File: config.mk
export PLATFORM = sky130hd
export DESIGN_NAME = rma_ctrl
export DESIGN_NICKNAME = d
export VERILOG_FILES = /design/src/rtl/core/rma_pkg.sv /design/src/rtl/core/rma_ctrl.sv
export SDC_FILE = /design/constraint.sdc
export NUM_CORES = 1
export LEC_CHECK = 0
export ABC_AREA = 0
export BUFFER_PORTS_ARGS = -buffer_cell sky130_fd_sc_hd__buf_2
export CAP_MARGIN = 5
export CORE_AREA = 2 2 39 41
export DETAILED_ROUTE_END_ITERATION = 12
export DIE_AREA = 0 0 41 43
export PLACE_DENSITY = 0.39
export SYNTH_ARGS = -nofsm -noshare
export SYNTH_HDL_FRONTEND = slang
export SYNTH_SLANG_ARGS = --single-unit
File: constraint.sdc
create_clock -name clk -period 3.6 [get_ports clk]
set_clock_uncertainty 0.15 [all_clocks]
set_input_delay 0 -clock clk [delete_from_list [all_inputs] [get_ports clk]]
set_output_delay 0 -clock clk [all_outputs]
set_load 0.005 [all_outputs]
File: src/rtl/core/rma_pkg.sv
package rma_pkg;

	// defaults for the top-level parameters
	localparam int WINDOW_MAX_DEF   = 256;
	localparam int SAMPLE_WIDTH_DEF = 32;

	// fixed field widths
	localparam int WINDOW_RESET = 16;
	localparam int CFG_W        = 9;
	localparam int AVG_W        = 32;
	localparam int WARMUP_W     = 9;
	localparam int IN_DATA_W    = 32;
	localparam int OUT_DATA_W   = 48;
	localparam int APB_DATA_W   = 32;
	localparam int APB_ADDR_W   = 3;

	// register index (word address)
	localparam logic REG_WINDOW_SIZE = 1'b0;

	// input kind codes
	localparam logic KIND_SAMPLE = 1'b0;
	localparam logic KIND_CLEAR  = 1'b1;

	typedef struct packed {
		logic clear;     // zero sum, position, count and result
		logic load;      // capture sample, read oldest entry
		logic update;    // new sum and count, write entry, start divide
		logic div_step;  // one quotient bit
		logic finish;    // apply sign to quotient
		logic out_load;  // move result into output register
	} rma_cmd_t;

	typedef struct packed {
		logic div_last;  // current divide step is the final one
		logic out_free;  // output register can take a result
	} rma_stat_t;

endpackage

File: src/rtl/core/rma_ctrl.sv
module rma_ctrl (
	input  logic                clk,
	input  logic                arst_n,
	input  logic                s_tvalid,
	input  logic                s_tuser,
	output logic                s_tready,
	input  rma_pkg::rma_stat_t  stat,
	output rma_pkg::rma_cmd_t   cmd
);

	typedef enum logic [2:0] {
		ST_IDLE,
		ST_READ,
		ST_DIV,
		ST_FIN,
		ST_RESULT
	} state_t;

	state_t state_q;
	logic   accept;

	assign accept   = s_tvalid && (state_q == ST_IDLE);
	assign s_tready = (state_q == ST_IDLE);

	always_ff @(posedge clk or negedge arst_n) begin
		if (!arst_n) begin
			state_q <= ST_IDLE;
		end else begin
			unique case (state_q)
				ST_IDLE: begin
					if (accept) begin
						state_q <= (s_tuser == rma_pkg::KIND_CLEAR) ? ST_RESULT : ST_READ;
					end
				end
				ST_READ: begin
					state_q <= ST_DIV;
				end
				ST_DIV: begin
					if (stat.div_last) begin
						state_q <= ST_FIN;
					end
				end
				ST_FIN: begin
					state_q <= ST_RESULT;
				end
				ST_RESULT: begin
					if (stat.out_free) begin
						state_q <= ST_IDLE;
					end
				end
				default: begin
					state_q <= ST_IDLE;
				end
			endcase
		end
	end

	always_comb begin
		cmd          = '0;
		cmd.clear    = accept && (s_tuser == rma_pkg::KIND_CLEAR);
		cmd.load     = accept && (s_tuser == rma_pkg::KIND_SAMPLE);
		cmd.update   = (state_q == ST_READ);
		cmd.div_step = (state_q == ST_DIV);
		cmd.finish   = (state_q == ST_FIN);
		cmd.out_load = (state_q == ST_RESULT) && stat.out_free;
	end

endmodule

==> results.md <==
* Pin count of the biggest net entering global routing at 10
* GR Layer Usage met2 at 0.1063
* DR WL/cell at 9.164 um
* Die Ht at between 40 and 50 um
* Syn nets at 28
* Sum Neg Setup Slack at 0 ps
* Seq/Total Area, Yosys at 0.3429
* Hold Vio Cnt, Final at 0
* Crit Path Class: flop to flop
* Worst slew pin tran at 345.7 ps
* Leakage at 0.0001642 uW
* Initial drt markers at 1
* Top reg by flops: state_q
* Placer congestion estimate at approximately 0.66
* Most Crowded Layer GR: met2
* FP Rows at 14
* Max Cap Viol at 0
* Yosys top cell area share at 0.3429
* Layout fillers at 164
* Hold_buf cts at 4
* Via/cell ratio at 4.127
* GRT met1 Usage at 0.07468
* Clock transition at the registers of the reported paths at roughly 40 ps
* Final Cycle Share at 0.4867
* Layout cells sized above 1 at 0.4615
* Multi-input logic area at 113.9 sq um
* Core Area at 1384 sq um
* CP max FO at 9
* Post-place instance area at 269.0 sq um
* Final core utilization at 0.2423
* Power per cell area at approximately 700 nW/um^2
* Sequential Area at around 75 sq um
* CTS Buf Count at 3
* Die area at 1763 sq um
* Antenna Violating Nets Remaining at 0
* Met3 usage at 0.03141
* Post-CTS Setup Inserts at 0
* Max Slew Vio Count at 0
* DR pass1 iterations at 2
* Seq cells post-synth at 3
* CTS tree: done
* Final WL at 504 um
* Initial antenna violation count at 0
* Fin crit period at approximately 1800 ps
* Final setup fails at 0
* Io pins at 13
* Layout Area Growth over Synthesis at 53.14%
* Dominant cell type by area after synthesis: dfrtp_1
* Clk buf depth at 2
* Die X-Extent at 41 um
* Mapped Area at 219.0 sq um
* Starting density of the core at 0.1582
* DR vias at about 230
* Post-Syn Instances at 22
* Worst slew margin at 0.7696
* Vias in the first global route at 219
* Hold Path Class: input pin to flop
* Worst-Skew Late Latency at between 200 and 250 ps
* Most area-consuming cells after synthesis: dfrtp_1, buf_6, nor3b_1
* Worst Path Required at between 3000 and 4000 ps
* Nets at 46
* Max VDD drop at 196.9 uV
* Startpoint Class: flop
* Setup crit end kind: flop
* RSZ-0062 raised after global routing: no
* Average size of a mapped cell at 9.953 sq um
* Max reg flops at 3
* H-tree depth at 1
* Post-CTS Resized at 0
* Design area at between 300 and 400 sq um
* Residual DRC at 0
* Number of buffers added on ports at 12
* Arrival @ worst endpoint at 1740 ps
* Biggest regs: state_q: 3 flops
* CTS Sinks at 3
* Max Clock Freq at 0.5707 GHz
* Aggregate global-route resource usage at 0.07251
* Outcome: completed
* Ys Warns at 0
* Diode count at 0
* Gr ovfl total at 0
* First-pass GRT wire length at 821 um
* CTS root buf: clkbuf_4
* Number of distinct library cells after synthesis at 14
==> metrics by stage <==
step	hold WS, ps	setup WS, ps	power (uW)	std cells
after detailed placement	-349.9	2181	171.8	47
final	12.52	1848	235.7	55
after CTS	4.481	1860	242.4	55
after global placement	-353.2	2210	169.3	47
after floorplan	-445.6	2330	159.7	22
after global routing	34.29	1793	255.6	55
==> layout make-up <==
type | count | area share
tap | 16 | 0.05970
sequential | 3 | 0.2239
multi-input combinational | 16 | 0.3396
timing repair buffer | 16 | 0.2985
clock buffer | 4 | 0.07836
==> routing by layer <==
metal  wire length, um  up-vias
met4                 0        0
met2               235       13
met1               214      105
li1                  -      109
met5                 0        -
met3                54        0
==> power breakdown <==
group	leakage, uW	switching [uW]	internal [uW]	total (uW)
Clock	0.0000150	17.2	41.5	58.7
Sequential	0.0000389	38.0	47.4	85.4
Combinational	0.000110	32.5	59.1	91.6
Total	0.000164	87.6	148	236
==> path summary, 6_finish.rpt <==
kind                                        start                     end  slack [ps]  depth (start not counted)
max                        state_q[1]$_DFFE_PN0P_  state_q[0]$_DFFE_PN0P_        1850                          4
min                                       s_tuser  state_q[2]$_DFFE_PN0P_          10                          3
max reg2reg                state_q[1]$_DFFE_PN0P_  state_q[0]$_DFFE_PN0P_        1850                          4
min reg2reg                state_q[2]$_DFFE_PN0P_  state_q[1]$_DFFE_PN0P_         470                          1
max in group asynchronous                  arst_n  state_q[2]$_DFFE_PN0P_        2650                          3
min in group asynchronous                  arst_n  state_q[0]$_DFFE_PN0P_         490                          3
==> worst max-delay path: stages, from the launching register on <==
cell	delay [ps]
dfrtp_1	490
nor3b_1	240
a21oi_1	60
dlygate4sd3_1	570
nor3_1	150
==> cell families after synthesis <==
kind of cell | Yosys count | synth area share
compound gates | 1 | 0.02284
flops | 3 | 0.3428
simple gates | 14 | 0.4572
buf+inv | 3 | 0.1371
xor+xnor | 1 | 0.04001
==> synth_stat cells <==
cell,n
nand2_1,2
and3_4,1
nor3_1,2
xnor2_1,1
dfrtp_1,3
nor3_4,1
nor3b_1,3
a21oi_1,1
buf_6,2
or3_1,1
buf_4,1
nor2_1,2
nor4b_1,1
and3b_2,1
==> layout by cell type (no fill, tap or decap), types with 2 or more instances in the layout <==
cell type / netlist / layout
buf_2: 0 / 12
clkbuf_4: 0 / 3
dfrtp_1: 3 / 3
dlygate4sd3_1: 0 / 4
nand2_1: 2 / 2
nor2_1: 2 / 2
nor3_1: 2 / 2
nor3b_1: 3 / 3
Note: power is estimated with default switching activity, not from simulation.
